$ cat config.mk
export PLATFORM = sky130hd
export DESIGN_NAME = utf8_filename_sanitizer
export DESIGN_NICKNAME = d
export VERILOG_FILES = /design/src/rtl/ufs_pkg.sv /design/src/rtl/ufs_dp.sv /design/src/rtl/ufs_ctrl.sv /design/src/rtl/utf8_filename_sanitizer.sv
export VERILOG_INCLUDE_DIRS = /design/src /design/src/rtl
export SDC_FILE = /design/constraint.sdc
export NUM_CORES = 1
export LEC_CHECK = 0
export BUFFER_PORTS_ARGS = -buffer_cell sky130_fd_sc_hd__clkbuf_2
export CORE_MARGIN = 2
export CORE_UTILIZATION = 58
export CTS_BUF_LIST = sky130_fd_sc_hd__clkbuf_2
export DETAILED_ROUTE_END_ITERATION = 16
export GPL_TIMING_DRIVEN = 0
export PLACE_DENSITY = 0.82
export SLEW_MARGIN = 20
export SYNTH_ARGS = -nofsm -noshare
export SYNTH_HDL_FRONTEND = slang
export SYNTH_SLANG_ARGS = --single-unit
$ cat constraint.sdc
create_clock -name i_clk -period 3 [get_ports i_clk]
set_input_delay 0.6 -clock i_clk [delete_from_list [all_inputs] [get_ports i_clk]]
set_output_delay 0.6 -clock i_clk [all_outputs]
set_load 0.01 [all_outputs]
$ cat src/rtl/utf8_filename_sanitizer_assert.svh
// Assertion macros shared by the filename sanitizer modules.
`ifndef UTF8_FILENAME_SANITIZER_ASSERT_SVH
`define UTF8_FILENAME_SANITIZER_ASSERT_SVH

// Check a condition at every clock edge outside reset.
`define UFS_ASSERT_ALWAYS(label, clk, rst_n, cond, msg) \
    label: assert property (@(posedge clk) disable iff (!rst_n) (cond)) \
        else $error(msg);

// Check that a trigger implies a condition in the same cycle.
`define UFS_ASSERT_IMPL(label, clk, rst_n, trig, cond, msg) \
    label: assert property (@(posedge clk) disable iff (!rst_n) (trig) |-> (cond)) \
        else $error(msg);

`endif

$ cat src/rtl/ufs_pkg.sv
// Shared constants, types and code point functions of the filename sanitizer.
`default_nettype none

package ufs_pkg;

    localparam int HOLD_DEPTH_DEF = 16;
    localparam int MAX_RES        = 32;
    localparam int RES_W          = $clog2(MAX_RES + 1);

    localparam logic [20:0] CP_REPL   = 21'h00FFFD;
    localparam logic [20:0] CP_SPACE  = 21'h000020;
    localparam logic [20:0] CP_DOT    = 21'h00002E;
    localparam logic [20:0] CP_UNDER  = 21'h00005F;
    localparam logic [20:0] CP_SLASH  = 21'h00002F;
    localparam logic [20:0] CP_BSLASH = 21'h00005C;
    localparam logic [20:0] CP_COLON  = 21'h00003A;
    localparam logic [20:0] CP_STAR   = 21'h00002A;
    localparam logic [20:0] CP_QUEST  = 21'h00003F;
    localparam logic [20:0] CP_QUOTE  = 21'h000022;
    localparam logic [20:0] CP_LT     = 21'h00003C;
    localparam logic [20:0] CP_GT     = 21'h00003E;
    localparam logic [20:0] CP_PIPE   = 21'h00007C;

    localparam logic [7:0] CH_SPACE   = 8'h20;
    localparam logic [7:0] CH_DOT     = 8'h2E;

    localparam logic [7:0] LEAD2_MASK = 8'hE0;
    localparam logic [7:0] LEAD2      = 8'hC0;
    localparam logic [7:0] LEAD3_MASK = 8'hF0;
    localparam logic [7:0] LEAD3      = 8'hE0;
    localparam logic [7:0] LEAD4_MASK = 8'hF8;
    localparam logic [7:0] LEAD4      = 8'hF0;
    localparam logic [7:0] CONT       = 8'h80;

    localparam logic [1:0] PSRC_HELD   = 2'd0;
    localparam logic [1:0] PSRC_ENC    = 2'd1;
    localparam logic [1:0] PSRC_STATUS = 2'd2;

    typedef struct packed {
        logic       load_in;
        logic       absorb;
        logic       start;
        logic       repl_step;
        logic       pend_clear;
        logic       set_ovf;
        logic       flush_done;
        logic       hold_add;
        logic       push;
        logic [1:0] psrc;
        logic       finish;
    } t_cmd;

    typedef struct packed {
        logic pend;
        logic cont;
        logic complete;
        logic start_emits;
        logic last;
        logic drop;
        logic spdot;
        logic emitted_any;
        logic hold_full;
        logic flush_more;
        logic enc_last;
        logic can_push;
        logic stg_valid;
    } t_sts;

    function automatic logic [20:0] map_cp(input logic [20:0] cp);
        logic [20:0] m;
        case (cp) inside
            CP_SLASH, CP_BSLASH, CP_COLON, CP_STAR, CP_QUEST,
            CP_QUOTE, CP_LT, CP_GT, CP_PIPE: m = CP_UNDER;
            default: m = cp;
        endcase
        return m;
    endfunction

    function automatic logic is_droppable(input logic [20:0] cp);
        return (cp < 21'h20) || (cp == 21'h7F)
            || (cp >= 21'h80 && cp <= 21'h9F)
            || (cp >= 21'h200B && cp <= 21'h200F)
            || (cp == 21'h2028) || (cp == 21'h2029)
            || (cp == 21'h2060) || (cp == 21'hFEFF)
            || (cp >= 21'hFE00 && cp <= 21'hFE0F)
            || (cp >= 21'h2190 && cp <= 21'h21FF)
            || (cp >= 21'h2300 && cp <= 21'h27BF)
            || (cp >= 21'h2B00 && cp <= 21'h2BFF)
            || (cp >= 21'h1F000 && cp <= 21'h1FAFF);
    endfunction

    function automatic logic [1:0] enc_len_m1(input logic [20:0] cp);
        logic [1:0] n;
        if (cp < 21'h80) begin
            n = 2'd0;
        end else if (cp < 21'h800) begin
            n = 2'd1;
        end else if (cp < 21'h10000) begin
            n = 2'd2;
        end else begin
            n = 2'd3;
        end
        return n;
    endfunction

    function automatic logic [7:0] enc_byte(input logic [20:0] cp, input logic [1:0] k);
        logic [7:0] b;
        case (enc_len_m1(cp))
            2'd0: b = cp[7:0];
            2'd1: b = (k == 2'd0) ? (LEAD2 | {3'd0, cp[10:6]}) : (CONT | {2'd0, cp[5:0]});
            2'd2: begin
                case (k)
                    2'd0:    b = LEAD3 | {4'd0, cp[15:12]};
                    2'd1:    b = CONT | {2'd0, cp[11:6]};
                    default: b = CONT | {2'd0, cp[5:0]};
                endcase
            end
            default: begin
                case (k)
                    2'd0:    b = LEAD4 | {5'd0, cp[20:18]};
                    2'd1:    b = CONT | {2'd0, cp[17:12]};
                    2'd2:    b = CONT | {2'd0, cp[11:6]};
                    default: b = CONT | {2'd0, cp[5:0]};
                endcase
            end
        endcase
        return b;
    endfunction

endpackage

`default_nettype wire

$ cat src/rtl/ufs_dp.sv
// Datapath of the filename sanitizer: decoder state, held run, encoder and output stages.
`default_nettype none
`include "utf8_filename_sanitizer_assert.svh"

module ufs_dp #(
    parameter int HOLD_DEPTH = ufs_pkg::HOLD_DEPTH_DEF
) (
    input  wire logic          i_clk,
    input  wire logic          i_rst_n,
    input  wire logic [7:0]    i_in_byte,
    input  wire logic          i_in_last,
    input  wire ufs_pkg::t_cmd i_cmd,
    output ufs_pkg::t_sts      o_sts,
    input  wire logic          i_out_ready,
    output logic               o_out_valid,
    output logic [7:0]         o_out_byte,
    output logic [3:0]         o_out_user,
    output logic               o_out_last
);

    localparam int HCNT_W = $clog2(HOLD_DEPTH + 1);
    localparam int HIDX_W = (HOLD_DEPTH > 1) ? $clog2(HOLD_DEPTH) : 1;

    logic [7:0]                r_c;
    logic                      r_last;
    logic [1:0]                r_pend_cnt;
    logic [1:0]                r_exp;
    logic [20:0]               r_partial;
    logic [20:0]               r_cp;
    logic                      r_emitted;
    logic                      r_ovf;
    logic                      r_kinds [HOLD_DEPTH];
    logic [HCNT_W-1:0]         r_held_cnt;
    logic [HCNT_W-1:0]         r_fl_idx;
    logic [1:0]                r_enc_k;
    logic [ufs_pkg::RES_W-1:0] r_res_n;
    logic                      r_stg_valid;
    logic [7:0]                r_stg_byte;
    logic [3:0]                r_stg_user;
    logic                      r_out_valid;
    logic [7:0]                r_out_byte;
    logic [3:0]                r_out_user;
    logic                      r_out_last;

    logic [20:0] cp_m;
    logic [1:0]  len_m1;
    logic [20:0] new_partial;
    logic        is_lead2;
    logic        is_lead3;
    logic        is_lead4;
    logic        can_push;
    logic        take;
    logic        move;
    logic        push_held;
    logic        push_enc;
    logic        push_status;
    logic        enc_last;
    logic [7:0]  push_byte;
    logic [3:0]  push_user;

    always_comb begin
        cp_m        = ufs_pkg::map_cp(r_cp);
        len_m1      = ufs_pkg::enc_len_m1(cp_m);
        enc_last    = (r_enc_k == len_m1);
        new_partial = {r_partial[14:0], r_c[5:0]};
        is_lead2    = (r_c & ufs_pkg::LEAD2_MASK) == ufs_pkg::LEAD2;
        is_lead3    = (r_c & ufs_pkg::LEAD3_MASK) == ufs_pkg::LEAD3;
        is_lead4    = (r_c & ufs_pkg::LEAD4_MASK) == ufs_pkg::LEAD4;
        can_push    = !r_stg_valid || !r_out_valid || i_out_ready;
        push_held   = i_cmd.push && (i_cmd.psrc == ufs_pkg::PSRC_HELD);
        push_enc    = i_cmd.push && (i_cmd.psrc == ufs_pkg::PSRC_ENC);
        push_status = i_cmd.push && (i_cmd.psrc == ufs_pkg::PSRC_STATUS);
        take        = i_cmd.push && (r_res_n < ufs_pkg::RES_W'(ufs_pkg::MAX_RES));
        move        = (take && r_stg_valid) || i_cmd.finish;
    end

    always_comb begin
        case (i_cmd.psrc)
            ufs_pkg::PSRC_HELD: begin
                push_byte = r_kinds[r_fl_idx[HIDX_W-1:0]] ? ufs_pkg::CH_DOT : ufs_pkg::CH_SPACE;
                push_user = {r_ovf, 1'b0, 1'b0, 1'b1};
            end
            ufs_pkg::PSRC_ENC: begin
                push_byte = ufs_pkg::enc_byte(cp_m, r_enc_k);
                push_user = {r_ovf, 1'b0, 1'b0, 1'b1};
            end
            default: begin
                push_byte = 8'd0;
                push_user = {r_ovf, !r_emitted, 1'b1, 1'b0};
            end
        endcase
    end

    always_comb begin
        o_sts.pend        = (r_pend_cnt != 2'd0);
        o_sts.cont        = (r_c[7:6] == 2'b10);
        o_sts.complete    = (r_pend_cnt >= r_exp);
        o_sts.start_emits = !r_c[7] || !(is_lead2 || is_lead3 || is_lead4);
        o_sts.last        = r_last;
        o_sts.drop        = ufs_pkg::is_droppable(cp_m);
        o_sts.spdot       = (cp_m == ufs_pkg::CP_SPACE) || (cp_m == ufs_pkg::CP_DOT);
        o_sts.emitted_any = r_emitted;
        o_sts.hold_full   = (r_held_cnt >= HCNT_W'(HOLD_DEPTH));
        o_sts.flush_more  = (r_fl_idx < r_held_cnt);
        o_sts.enc_last    = enc_last;
        o_sts.can_push    = can_push;
        o_sts.stg_valid   = r_stg_valid;
    end

    always_ff @(posedge i_clk) begin
        if (i_cmd.load_in) begin
            r_c    <= i_in_byte;
            r_last <= i_in_last;
        end
        if (i_cmd.absorb && (r_pend_cnt >= r_exp)) begin
            r_cp <= new_partial;
        end else if (i_cmd.start) begin
            if (!r_c[7]) begin
                r_cp <= {13'd0, r_c};
            end else if (!(is_lead2 || is_lead3 || is_lead4)) begin
                r_cp <= ufs_pkg::CP_REPL;
            end
        end else if (i_cmd.repl_step) begin
            r_cp <= ufs_pkg::CP_REPL;
        end
        if (i_cmd.hold_add) begin
            r_kinds[r_held_cnt[HIDX_W-1:0]] <= (cp_m == ufs_pkg::CP_DOT);
        end
        if (take) begin
            r_stg_byte <= push_byte;
            r_stg_user <= push_user;
        end
        if (move) begin
            r_out_byte <= r_stg_byte;
            r_out_user <= r_stg_user;
            r_out_last <= i_cmd.finish;
        end
    end

    always_ff @(posedge i_clk) begin
        if (!i_rst_n) begin
            r_pend_cnt <= '0;
            r_exp      <= '0;
            r_partial  <= '0;
        end else if (i_cmd.absorb) begin
            if (r_pend_cnt >= r_exp) begin
                r_pend_cnt <= '0;
                r_exp      <= '0;
                r_partial  <= '0;
            end else begin
                r_partial  <= new_partial;
                r_pend_cnt <= r_pend_cnt + 2'd1;
            end
        end else if (i_cmd.start && r_c[7]) begin
            if (is_lead2) begin
                r_exp      <= 2'd1;
                r_partial  <= {16'd0, r_c[4:0]};
                r_pend_cnt <= 2'd1;
            end else if (is_lead3) begin
                r_exp      <= 2'd2;
                r_partial  <= {17'd0, r_c[3:0]};
                r_pend_cnt <= 2'd1;
            end else if (is_lead4) begin
                r_exp      <= 2'd3;
                r_partial  <= {18'd0, r_c[2:0]};
                r_pend_cnt <= 2'd1;
            end
        end else if (i_cmd.repl_step) begin
            r_pend_cnt <= r_pend_cnt - 2'd1;
        end else if (i_cmd.pend_clear) begin
            r_exp     <= '0;
            r_partial <= '0;
        end
    end

    always_ff @(posedge i_clk) begin
        if (!i_rst_n) begin
            r_emitted  <= 1'b0;
            r_ovf      <= 1'b0;
            r_held_cnt <= '0;
            r_fl_idx   <= '0;
            r_enc_k    <= '0;
        end else begin
            if (i_cmd.set_ovf) begin
                r_ovf <= 1'b1;
            end
            if (push_held) begin
                r_fl_idx <= r_fl_idx + HCNT_W'(1);
            end
            if (i_cmd.flush_done) begin
                r_fl_idx   <= '0;
                r_held_cnt <= '0;
            end
            if (i_cmd.hold_add) begin
                r_held_cnt <= r_held_cnt + HCNT_W'(1);
            end
            if (push_enc) begin
                r_emitted <= 1'b1;
                r_enc_k   <= enc_last ? 2'd0 : r_enc_k + 2'd1;
            end
            if (push_status) begin
                r_held_cnt <= '0;
                r_emitted  <= 1'b0;
                r_ovf      <= 1'b0;
            end
        end
    end

    always_ff @(posedge i_clk) begin
        if (!i_rst_n) begin
            r_res_n     <= '0;
            r_stg_valid <= 1'b0;
            r_out_valid <= 1'b0;
        end else begin
            if (i_cmd.load_in) begin
                r_res_n <= '0;
            end else if (take) begin
                r_res_n <= r_res_n + ufs_pkg::RES_W'(1);
            end
            if (take) begin
                r_stg_valid <= 1'b1;
            end else if (i_cmd.finish) begin
                r_stg_valid <= 1'b0;
            end
            if (move) begin
                r_out_valid <= 1'b1;
            end else if (r_out_valid && i_out_ready) begin
                r_out_valid <= 1'b0;
            end
        end
    end

    assign o_out_valid = r_out_valid;
    assign o_out_byte  = r_out_byte;
    assign o_out_user  = r_out_user;
    assign o_out_last  = r_out_last;

    `UFS_ASSERT_ALWAYS(a_held_bound, i_clk, i_rst_n, r_held_cnt <= HCNT_W'(HOLD_DEPTH), "held run beyond depth")
    `UFS_ASSERT_IMPL(a_pend_has_len, i_clk, i_rst_n, r_pend_cnt != 2'd0, r_exp != 2'd0, "pending bytes without length")
    `UFS_ASSERT_IMPL(a_stg_counted, i_clk, i_rst_n, r_stg_valid, r_res_n != '0, "staged result not counted")

endmodule

`default_nettype wire

$ cat src/rtl/ufs_ctrl.sv
// Controller state machine of the filename sanitizer.
`default_nettype none
`include "utf8_filename_sanitizer_assert.svh"

module ufs_ctrl (
    input  wire logic          i_clk,
    input  wire logic          i_rst_n,
    input  wire logic          i_in_valid,
    output logic               o_in_ready,
    input  wire ufs_pkg::t_sts i_sts,
    output ufs_pkg::t_cmd      o_cmd
);

    localparam logic [3:0] S_IDLE     = 4'd0;
    localparam logic [3:0] S_CLASSIFY = 4'd1;
    localparam logic [3:0] S_ABANDON  = 4'd2;
    localparam logic [3:0] S_START    = 4'd3;
    localparam logic [3:0] S_TAIL     = 4'd4;
    localparam logic [3:0] S_EMIT     = 4'd5;
    localparam logic [3:0] S_FLUSH    = 4'd6;
    localparam logic [3:0] S_HOLD     = 4'd7;
    localparam logic [3:0] S_ENC      = 4'd8;
    localparam logic [3:0] S_STATUS   = 4'd9;
    localparam logic [3:0] S_END      = 4'd10;

    logic [3:0] r_state;
    logic [3:0] n_state;
    logic [3:0] r_emit_ret;
    logic [3:0] n_emit_ret;
    logic [3:0] r_flush_ret;
    logic [3:0] n_flush_ret;
    logic       r_final;
    logic       n_final;

    always_comb begin
        n_state     = r_state;
        n_emit_ret  = r_emit_ret;
        n_flush_ret = r_flush_ret;
        n_final     = r_final;
        o_cmd       = '0;
        o_in_ready  = 1'b0;
        unique case (r_state)
            S_IDLE: begin
                o_in_ready = i_rst_n;
                if (i_in_valid && i_rst_n) begin
                    o_cmd.load_in = 1'b1;
                    n_state       = S_CLASSIFY;
                end
            end
            S_CLASSIFY: begin
                if (i_sts.pend && i_sts.cont) begin
                    o_cmd.absorb = 1'b1;
                    if (i_sts.complete) begin
                        n_emit_ret = S_TAIL;
                        n_state    = S_EMIT;
                    end else begin
                        n_state = S_TAIL;
                    end
                end else if (i_sts.pend) begin
                    n_final = 1'b0;
                    n_state = S_ABANDON;
                end else begin
                    n_state = S_START;
                end
            end
            S_ABANDON: begin
                if (i_sts.pend) begin
                    o_cmd.repl_step = 1'b1;
                    n_emit_ret      = S_ABANDON;
                    n_state         = S_EMIT;
                end else begin
                    o_cmd.pend_clear = 1'b1;
                    n_state          = r_final ? S_STATUS : S_START;
                end
            end
            S_START: begin
                o_cmd.start = 1'b1;
                if (i_sts.start_emits) begin
                    n_emit_ret = S_TAIL;
                    n_state    = S_EMIT;
                end else begin
                    n_state = S_TAIL;
                end
            end
            S_TAIL: begin
                if (i_sts.last) begin
                    n_final = 1'b1;
                    n_state = S_ABANDON;
                end else begin
                    n_state = S_END;
                end
            end
            S_EMIT: begin
                if (i_sts.drop || (i_sts.spdot && !i_sts.emitted_any)) begin
                    n_state = r_emit_ret;
                end else if (i_sts.spdot) begin
                    if (i_sts.hold_full) begin
                        o_cmd.set_ovf = 1'b1;
                        n_flush_ret   = S_HOLD;
                        n_state       = S_FLUSH;
                    end else begin
                        n_state = S_HOLD;
                    end
                end else begin
                    n_flush_ret = S_ENC;
                    n_state     = S_FLUSH;
                end
            end
            S_FLUSH: begin
                if (i_sts.flush_more) begin
                    if (i_sts.can_push) begin
                        o_cmd.push = 1'b1;
                        o_cmd.psrc = ufs_pkg::PSRC_HELD;
                    end
                end else begin
                    o_cmd.flush_done = 1'b1;
                    n_state          = r_flush_ret;
                end
            end
            S_HOLD: begin
                o_cmd.hold_add = 1'b1;
                n_state        = r_emit_ret;
            end
            S_ENC: begin
                if (i_sts.can_push) begin
                    o_cmd.push = 1'b1;
                    o_cmd.psrc = ufs_pkg::PSRC_ENC;
                    if (i_sts.enc_last) begin
                        n_state = r_emit_ret;
                    end
                end
            end
            S_STATUS: begin
                if (i_sts.can_push) begin
                    o_cmd.push = 1'b1;
                    o_cmd.psrc = ufs_pkg::PSRC_STATUS;
                    n_state    = S_END;
                end
            end
            S_END: begin
                if (!i_sts.stg_valid) begin
                    n_state = S_IDLE;
                end else if (i_sts.can_push) begin
                    o_cmd.finish = 1'b1;
                    n_state      = S_IDLE;
                end
            end
            default: begin
                n_state = S_IDLE;
            end
        endcase
    end

    always_ff @(posedge i_clk) begin
        if (!i_rst_n) begin
            r_state     <= S_IDLE;
            r_emit_ret  <= S_TAIL;
            r_flush_ret <= S_ENC;
            r_final     <= 1'b0;
        end else begin
            r_state     <= n_state;
            r_emit_ret  <= n_emit_ret;
            r_flush_ret <= n_flush_ret;
            r_final     <= n_final;
        end
    end

    `UFS_ASSERT_IMPL(a_idle_stg_empty, i_clk, i_rst_n, r_state == S_IDLE, !i_sts.stg_valid, "result left staged at idle")
    `UFS_ASSERT_IMPL(a_push_room, i_clk, i_rst_n, o_cmd.push || o_cmd.finish, i_sts.can_push, "push without room")

endmodule

`default_nettype wire

$ cat src/rtl/utf8_filename_sanitizer.sv
// Top level of the streaming UTF-8 filename sanitizer.
// A request is taken in idle, and its results pass through the staging register into the output
// register; the last result of each request leaves staging in the final step.
// A new request is taken only once the previous one is fully processed: pushing each result,
// replacing each abandoned byte and closing each abandon pass; output stalls hold it back.
// Reset: i_rst_n synchronous, active low; clears the decoder, held run and output valid.
`default_nettype none

module utf8_filename_sanitizer #(
    parameter int HOLD_DEPTH = ufs_pkg::HOLD_DEPTH_DEF
) (
    input  wire logic       i_clk,
    input  wire logic       i_rst_n,
    input  wire logic       i_s_tvalid,
    output logic            o_s_tready,
    input  wire logic [7:0] i_s_tdata,  // [7:0] in_byte
    input  wire logic       i_s_tlast,
    output logic            o_m_tvalid,
    input  wire logic       i_m_tready,
    output logic [7:0]      o_m_tdata,  // [7:0] out_byte
    output logic [3:0]      o_m_tuser,  // [0] byte_valid, [1] name_done, [2] name_empty,
                                        // [3] hold_overflow
    output logic            o_m_tlast
);

    ufs_pkg::t_cmd cmd;
    ufs_pkg::t_sts sts;

    ufs_ctrl u_ctrl (
        .i_clk      (i_clk),
        .i_rst_n    (i_rst_n),
        .i_in_valid (i_s_tvalid),
        .o_in_ready (o_s_tready),
        .i_sts      (sts),
        .o_cmd      (cmd)
    );

    ufs_dp #(
        .HOLD_DEPTH (HOLD_DEPTH)
    ) u_dp (
        .i_clk       (i_clk),
        .i_rst_n     (i_rst_n),
        .i_in_byte   (i_s_tdata),
        .i_in_last   (i_s_tlast),
        .i_cmd       (cmd),
        .o_sts       (sts),
        .i_out_ready (i_m_tready),
        .o_out_valid (o_m_tvalid),
        .o_out_byte  (o_m_tdata),
        .o_out_user  (o_m_tuser),
        .o_out_last  (o_m_tlast)
    );

endmodule

`default_nettype wire

==> flow_summary.yaml <==
min_path:
  min_path_type: "in -> reg"
  holdPathStages: 1
  min_from: "i_s_tdata[7]"
  min_to: "u_dp.r_c[7]$_DFFE_PP_"
sta:
  timing.fmax_ghz: 0.3414
  worstMarginPinSlew_ns: 0.6700
  setup_viol: 0
  min_period_ns: 2.929
  maxSlewHeadroom: 0.5517
  hold_ws_ns: 0.08674
  setup_tns_ns: 0
  finClkSkew_ns: 0.03876
  post-route-period-util: 0.9763
  drv_slew: 0
  final-hold-violation-count: 0
status:
  run_status: "finished clean"
power_and_ir_drop:
  peakVddDrop_mv: 0.4625
  swShare: 0.3410
  power_frac_seq: 0.480
  clkPwrFrac: 0.281
  power.switching_w: 0.001434
  powerDensity_nw_per_um2: 585.3
  power.internal_w: 0.002770
  comb_power_share: 0.239
  leakage_nw: 2.453
  power_w: 0.004204
logic_synthesis:
  synth_edf_count: 71
  mappedNetlistArea_um2: 6362
  synth_ff_type: "edfxtp_1"
  syn-num-nets: 684
  syn-mean-instance-area_um2: 9.803
  synthArstFlopShare: 0
  ys_warn_count: 0
  ys_types: 70
  yosys_register_bits: 125
  seq_area_frac_synth: 0.5050
  postSynthCellCount: 649
routing:
  vias: 5332
  drt-initial-drc-count: 507
  detail-route-antenna-nets: 0
  viasPerCell: 6.200
  dr.pass1.iters: 9
  routed_wl_um: 15050
  drc: 0
  wl_per_cell_um: 17.50
floorplanning:
  core_area_um2: 10790
  core.rowCount: 38
  start_util: 0.5895
  die_w_um: 108.7
  die_area_um2: 11820
  fp.dieH_um: 108.7
  ios: 28
grt:
  grt_overflow_total: 0
  track_usage: 0.2639
  grt_max_degree: 24
  grt_antenna_before_repair: 0
  grt_pass1_wl_um: 24210
  grt_pass1_vias: 5062
worst_setup_path:
  path_max_fanout: 7
  critPathMaxStageDelay_ns: 0.56
  worstSetupPathType: "reg -> reg"
  crit_chain: "or4_4 -> or3b_1 -> buf_6 -> or3_1 -> a211o_1 -> o31a_2 -> and2_4 -> a221o_1"
  rr_worst_depth: 8
  critPathArrivalTime_ns: 3.50
  cp-end-kind: "register"
  rr_startpoint: "u_dp.r_cp[11]$_DFFE_PP_"
  crit_slowest_cell: "or4_4"
  worstPathRequired_ns: 3.57
  r2r_slack_ns: 0.07
  cp_top_family: "simple AND/OR/NAND/NOR gates"
  startpoint_type: "register"
  crit_buf_inv: 1
  reg2reg_to: "u_ctrl.r_flush_ret[3]$_SDFFE_PN1P_"
clocking:
  cts_tree: "built"
  worstSkewPairLatency_ns: 0.68
  numCtsBuffers: 17
  clk_path_buf_depth: 2
  cts_max_level: 4
  cts_num_sinks: 125
  clockRootBuffer: "clkbuf_2"
  clkTransAtPathRegs_ns: 0.21
placed_design:
  placed_area_um2: 6670
  io_buffers: 26
  place_congestion: 0.9463
  hpwl_um: 10480
cells_and_area:
  final_area_um2: 7183
  layout-drive-gt1-share: 0.1722
  fin_nets: 742
  area_delta_synth_final_pct: 12.90
  n_antenna_cell: 0
run:
  cap_violations: 0
-- synthesized netlist by cell type (10+ instances only) --
library cell / instances / area (um^2)
a22oi_1: 12 / 90.09
clkbuf_1: 32 / 120.1
o21ai_0: 22 / 110.1
nand3_1: 21 / 105.1
nor3_1: 16 / 80.08
nand2b_1: 10 / 62.56
dfxtp_1: 54 / 1081
a21oi_1: 40 / 200.2
nor2b_1: 10 / 62.56
ha_1: 22 / 275.3
edfxtp_1: 71 / 2132
inv_1: 27 / 101.4
nand2_1: 61 / 229.0
nor2_1: 80 / 300.3
nand4_1: 10 / 62.56
o21a_1: 16 / 120.1
-- cell families after synthesis --
group / after synthesis / synth area share
compound gates: 159 / 0.1727
xor+xnor: 8 / 0.01101
fa+ha+maj: 22 / 0.04326
buf+inv: 65 / 0.04130
flops: 125 / 0.5050
mux: 7 / 0.02085
simple gates: 263 / 0.2059
-- layout by cell type (no fill, tap or decap), types with 15 or more instances in the layout --
cell type,Yosys,routed
nand3_1,21,21
edfxtp_1,71,71
nor2_1,80,75
dfxtp_1,54,54
o21ai_0,22,21
nand2_1,61,59
o21a_1,16,16
clkbuf_1,32,29
a21oi_1,40,39
inv_1,27,27
buf_4,0,15
ha_1,22,20
clkbuf_2,0,44
-- power by group through the flow --
stage | Combinational, W | Sequential (W) | Clock (W)
after floorplan | 0.000692 | 0.00203 | 0
after global placement | 0.000888 | 0.00205 | 0
after detailed placement | 0.000902 | 0.00205 | 0
after CTS | 0.000928 | 0.00202 | 0.00120
after global routing | 0.00109 | 0.00203 | 0.00129
final | 0.00100 | 0.00202 | 0.00118
-- area by class of cell --
type	count	area, um^2
fillers	821	3610
well taps	140	175.2
multi-input cells	459	3024
inverters	27	101.3
clock buffers	17	85.08
clock inverters	15	186.4
flip-flops and latches	125	3213
repair buffers	42	247.7
plain buffers	35	150.1
-- metrics by stage --
step	std cells	util	worst slack [ns]
2_1_floorplan	649	-	0.06885
3_3_place_gp	815	0.6180	-0.7294
3_5_place_dp	815	0.6180	-0.8799
4_1_cts	852	0.6511	0.02133
5_1_grt	860	0.6655	-0.02525
6_report	860	0.6655	0.07100
-- how the worst max path moves through the flow --
stage	from	end	slack (ns)	cells past startpoint
floorplan	u_dp.r_held_cnt[2]$_SDFFE_PP0P_	u_dp.o_out_byte[0]$_DFFE_PP_	0.07	10
global placement	u_ctrl.r_state[3]$_SDFFE_PN0P_	u_dp.o_out_byte[6]$_DFFE_PP_	-0.73	8
detailed placement	u_ctrl.r_state[0]$_SDFFE_PN0P_	u_dp.o_out_byte[6]$_DFFE_PP_	-0.88	8
CTS	u_dp.r_cp[11]$_DFFE_PP_	u_dp.r_stg_byte[5]$_DFFE_PP_	0.02	10
global route	u_dp.r_cp[17]$_SDFFCE_PN0P_	u_dp.r_stg_byte[0]$_DFFE_PP_	-0.03	12
finish	u_dp.r_cp[11]$_DFFE_PP_	u_ctrl.r_flush_ret[3]$_SDFFE_PN1P_	0.07	8
-- repair_timing --
item                                    in CTS  in global routing
pin swaps                                    4                  9
endpoints found under the hold margin        0                  0
gates resized for setup                     12                 21
hold buffers                                 0                  0
setup buffers                                4                 11
endpoints found under the setup margin      54                 85
cloned                                       1                  0
-- state kept, by name (all words and copies together) (netlist names), 2 cells and up, named ones only --
register / cells
u_dp.r_stg_byte: 8
u_ctrl.r_state: 4
u_dp.r_c: 8
u_dp.r_enc_k: 2
u_dp.o_out_byte: 8
u_dp.r_stg_user: 4
u_dp.r_kinds: 16
u_dp.r_cp: 21
u_dp.o_out_user: 4
u_dp.r_held_cnt: 5
u_dp.r_fl_idx: 5
u_dp.r_partial: 15
u_dp.r_exp: 2
u_dp.r_res_n: 6
u_dp.r_pend_cnt: 2
u_ctrl.r_emit_ret: 2
u_ctrl.r_flush_ret: 2
-- metal layers --
metal | share of wire | routed length, um | track usage | vias up
met5 | 0 | 0 | 0 | -
met4 | 0.036 | 546 | 0.1291 | 0
met3 | 0.074 | 1109 | 0.05738 | 56
met2 | 0.48 | 7250 | 0.4308 | 275
met1 | 0.41 | 6142 | 0.3335 | 2470
li1 | - | - | - | 2531
(Power assumes the default switching activity.)
